--- config.mk ---
export PLATFORM = sky130hd
export DESIGN_NAME = sbrs_mul
export DESIGN_NICKNAME = d
export VERILOG_FILES = /design/src/rtl/sbrs_pkg.sv /design/src/rtl/sbrs_mul.sv
export SDC_FILE = /design/constraint.sdc
export NUM_CORES = 2
export LEC_CHECK = 0
export BUFFER_PORTS_ARGS = -buffer_cell sky130_fd_sc_hd__buf_2
export CAP_MARGIN = 20
export CORE_ASPECT_RATIO = 0.8
export CORE_MARGIN = 5
export CORE_UTILIZATION = 58
export CTS_CLUSTER_DIAMETER = 60
export DETAILED_ROUTE_END_ITERATION = 7
export PLACE_DENSITY = 0.8
export SYNTH_ARGS = -nofsm -noshare
export SYNTH_HDL_FRONTEND = slang
export SYNTH_SLANG_ARGS = --single-unit
--- constraint.sdc ---
create_clock -name i_clk -period 12.1 [get_ports i_clk]
set_input_delay 0.605 -clock i_clk [delete_from_list [all_inputs] [get_ports i_clk]]
set_output_delay 0.605 -clock i_clk [all_outputs]
set_load 0.01 [all_outputs]
--- src/rtl/sbrs_pkg.sv ---
// Types and constants shared by the spread band reversion signal block.
// No dependencies.
package sbrs_pkg;
    typedef enum logic [1:0] {
        POS_FLAT  = 2'd0,
        POS_LONG  = 2'd1,
        POS_SHORT = 2'd2
    } t_pos;

    localparam logic [1:0] SIDE_HOLD = 2'd0;
    localparam logic [1:0] SIDE_BUY  = 2'd1;
    localparam logic [1:0] SIDE_SELL = 2'd2;

    localparam logic [1:0] REG_WINDOW = 2'd0;
    localparam logic [1:0] REG_RATIO  = 2'd1;
    localparam logic [1:0] REG_BAND   = 2'd2;

    typedef enum logic [3:0] {
        ST_IDLE,
        ST_PROD,
        ST_SPREAD,
        ST_RDOLD,
        ST_OLDSQ,
        ST_NEWSQ,
        ST_UPD,
        ST_DSQ,
        ST_LHS,
        ST_NQ,
        ST_SSQ,
        ST_RN,
        ST_BB,
        ST_RHS,
        ST_DEC,
        ST_OUT
    } t_state;

    typedef struct packed {
        logic [127:0] a;
        logic [63:0]  b;
    } t_mul_req;
endpackage

--- src/rtl/sbrs_mul.sv ---
// Shared 128x64 unsigned multiplier, product kept to 128 bits; eight 32x32
// partial products, one per cycle. Depends on sbrs_pkg.
module sbrs_mul (
    input  logic              i_clk,
    input  logic              i_rst_n,
    input  logic              i_start,
    input  sbrs_pkg::t_mul_req i_req,
    output logic              o_done,
    output logic [127:0]      o_prod
);
    import sbrs_pkg::*;

    logic [2:0]   r_step;
    logic         r_busy;
    logic [127:0] r_a;
    logic [63:0]  r_b;
    logic [127:0] r_acc;
    logic [31:0]  w_x;
    logic [31:0]  w_y;
    logic [63:0]  w_pp;
    logic [7:0]   w_shamt;
    logic [127:0] w_sh;

    always_comb begin
        w_x = r_a[{r_step[1:0], 5'd0} +: 32];
        w_y = r_step[2] ? r_b[63:32] : r_b[31:0];
        w_pp = {32'd0, w_x} * {32'd0, w_y};
        w_shamt = {1'b0, r_step[1:0], 5'd0} + {2'b0, r_step[2], 5'd0};
        w_sh = {64'd0, w_pp} << w_shamt;
    end

    always_ff @(posedge i_clk) begin
        if (!i_rst_n) begin
            r_busy <= 1'b0;
            r_step <= 3'd0;
            o_done <= 1'b0;
        end else begin
            o_done <= 1'b0;
            if (i_start) begin
                r_busy <= 1'b1;
                r_step <= 3'd0;
                r_a    <= i_req.a;
                r_b    <= i_req.b;
                r_acc  <= '0;
            end else if (r_busy) begin
                r_acc  <= r_acc + w_sh;
                r_step <= r_step + 3'd1;
                if (r_step == 3'd7) begin
                    r_busy <= 1'b0;
                    o_done <= 1'b1;
                end
            end
        end
    end

    assign o_prod = r_acc;
endmodule

==> run metrics <==
status=finished with violations; failing checks=DRC; cell taking the most area after synthesis=fa_1; pin count of the biggest net entering global routing=85; final max-slew violation count=0; CTS tree=done; GR Util met3=0.175; Die Area=99300 um^2; DRT Pass-1 Iters=8; Core Region=92700 um^2; Initial Utilization=0.582; Synth Area per Inst=9.11 um^2; period utilization=0.982; Yosys reg bits=325; final clock skew=32.8 ps; GR Overflow Total=0; Nets=8121; row count=100; cell count after synthesis=5929; fmax=between 80 and 90 MHz; R2R depth=44; Crit Path Max Fanout=6; Cell Area, Placed=61400 um^2; EDFF count, synth=320; worst hold-check path type=primary input to register; total number of vias=48.4k; Final setup viols=0; Die Y=about 280 um; port buffer count=323; Num CTS Buffers=46; Clk pin slew, worst setup/hold paths=70 ps; GP Congestion=between 1 and 1.5; DR vias/cell=6.12; final core utilization=0.684; Syn Nets=roughly 7.4k; Worst path slowest cell=fa_1; DRT Wirelength=199000 um; min Tclk post-route=around 12000 ps; crit path DAT=12250 ps; CTS sink cnt=between 300 and 400; Clock Latency Late Sink=between 600 and 700 ps; total negative slack=0 ps; layout cell share with drive strength beyond 1=0.184; CTS root buf=clkbuf_16; cell family with most CP delay=adder cells; Worst path depth=44; share of the synthesized area in the top cell type=0.333; CP peak stage delay=560 ps; Ys Warns=0; final design area excluding fillers=approximately 63000 um^2; Routed WL per cell=25.2 um; met1 GRT Util=0.548; first-pass GRT wire length=295000 um; Slew HR=0.204; CP endpoint kind=register; Setup crit start kind=register; prevailing post-synth register cell=edfxtp_1; die width=351 um; DRC=2; # fillers=7111; Hold Path Depth=1; initial detailed-routing violation count=just over 6k; Worst Setup Path Type=register to register; flop-to-flop setup slack=~210 ps; placed wire-length estimate=about 160000 um; ANT nets after route=0; unique cell type count in the Yosys netlist=87; vias in the first global route=roughly 48k; Worst Path Required=12460 ps; H-tree depth=2; synth top area cells=fa_1, edfxtp_1, ha_1; CP Buf/Inv Count=10; final hold vios=0; most used cell, CP=fa_1; Area Overhead vs Synth=17.5%; area of the mapped netlist=54000 um^2; global route hottest layer=met2; Clock Path Buffers=3; FFs w/ async S/R, synth=0; MaxCap Viol Count=0; GRT met2 Usage=0.553; register area share after synthesis=0.180; Slew @ Worst Pin=1180 ps; # IOs=~320; GRT Util Overall=0.396; initial antenna violation count=7
[cells by family after synthesis]
family                     Yosys count  synth area share
and+or+nand+nor                   1887             0.147
adders and majority gates         1291             0.424
buffers and inverters             1227            0.0858
AOI/OAI and AO/OA                  871             0.104
DFF                                325             0.180
xor gates and xnor gates           176            0.0285
muxes                              152            0.0302
[path summary, 6_finish.rpt]
check | startpoint | endpoint
worst min register to register | r_busy | o_done
worst max register to register | r_step[1] | o_prod[103]
worst min-delay path | i_req[181] | r_a[117]
worst max-delay path | r_step[1] | o_prod[103]
[cell usage after synthesis (6+ instances only)]
cell and count:
a21boi_0 11, nand2_1 641, and2_1 53, mux2_2 57
xnor2_1 108, a31o_2 6, a211oi_1 20, nand3_1 40
clkbuf_1 289, nor2b_1 31, buf_2 16, inv_1 900
o21ai_1 16, nor3_1 45, a21oi_2 6, edfxtp_1 320
a221o_1 7, o31ai_1 10, ha_1 394, mux2_1 13
o22ai_1 27, mux2i_1 79, nor4_1 10, a211o_1 7
o21bai_1 51, and4_1 10, nand4_1 86, a41oi_1 8
a22o_1 16, and3_1 25, o21ai_0 152, or3_1 15
buf_1 19, a31oi_1 24, nand2b_1 31, o21a_1 54
o211ai_1 16, a21oi_1 253, nor2_1 875, xor2_1 68
fa_1 897, a21o_1 127
[metrics by stage]
| stage | hold slack [ps] | std cells | setup WS, ps |
|---|---|---|---|
| 5_1_grt | 118 | 7896 | -77.5 |
| 4_1_cts | 104 | 7875 | 9.38 |
| 3_3_place_gp | 570 | 7789 | 10.3 |
| 6_report | 145 | 7904 | 215 |
| 2_1_floorplan | 535 | 5929 | 386 |
| 3_5_place_dp | 590 | 7789 | -212 |
[metal layers]
layer | vias to the layer above | wire length (um)
li1 | 20500 | -
met1 | 23800 | 75400
met2 | 3421 | 81800
met3 | 630 | 32400
met4 | 10 | 9410
met5 | - | 361
[state kept, by name, summed over array words and instances, names as in the netlist]
register / count
o_done: 1
r_a: 128
r_b: 64
r_step: 3
r_busy: 1
o_prod: 128
[area by class of cell]
| cell class | count | area [um^2] | area share |
|---|---|---|---|
| Clock inverter | 30 | 328 | 0.00517 |
| Inverter | 901 | 3380 | 0.0533 |
| Clock buffer | 55 | 1180 | 0.0187 |
| Antenna cell | 8 | 20.0 | 0.000316 |
| Sequential cell | 325 | 9720 | 0.153 |
| Timing Repair Buffer | 984 | 7210 | 0.114 |
| Multi-Input combinational cell | 4377 | 40100 | 0.631 |
| Tap cell | 1224 | 1530 | 0.0241 |
[repair_timing]
item / 4_1_cts / 5_1_grt
hold buffers: 0 / 0
gates cloned: 0 / 3
buffers inserted: 1 / 17
endpoints found under the hold margin: 0 / 0
setup endpoints to repair: 5 / 53
pin swaps: 2 / 16
gates resized for setup: 2 / 57
[layout by cell type (no fill, tap or decap), types with 23 or more instances in the layout]
master	count
inv_1	900
nand3_1	40
nand4_1	86
a21o_1	127
mux2i_1	60
buf_2	323
fa_1	897
and3_1	25
nor2b_1	31
and2_1	52
clkbuf_16	48
o22ai_1	27
a21oi_1	250
ha_1	387
xnor2_1	105
o21ai_1	23
buf_4	609
o21ai_0	127
edfxtp_1	320
a31oi_1	24
nand2_1	641
o21bai_1	51
xor2_1	66
nor3_1	42
buf_12	46
o21a_1	49
nand2b_1	31
mux2_2	57
nor2_1	874
Power is not shown: default switching activity piles up to over one toggle a cycle in this logic, so the estimate is an artifact.
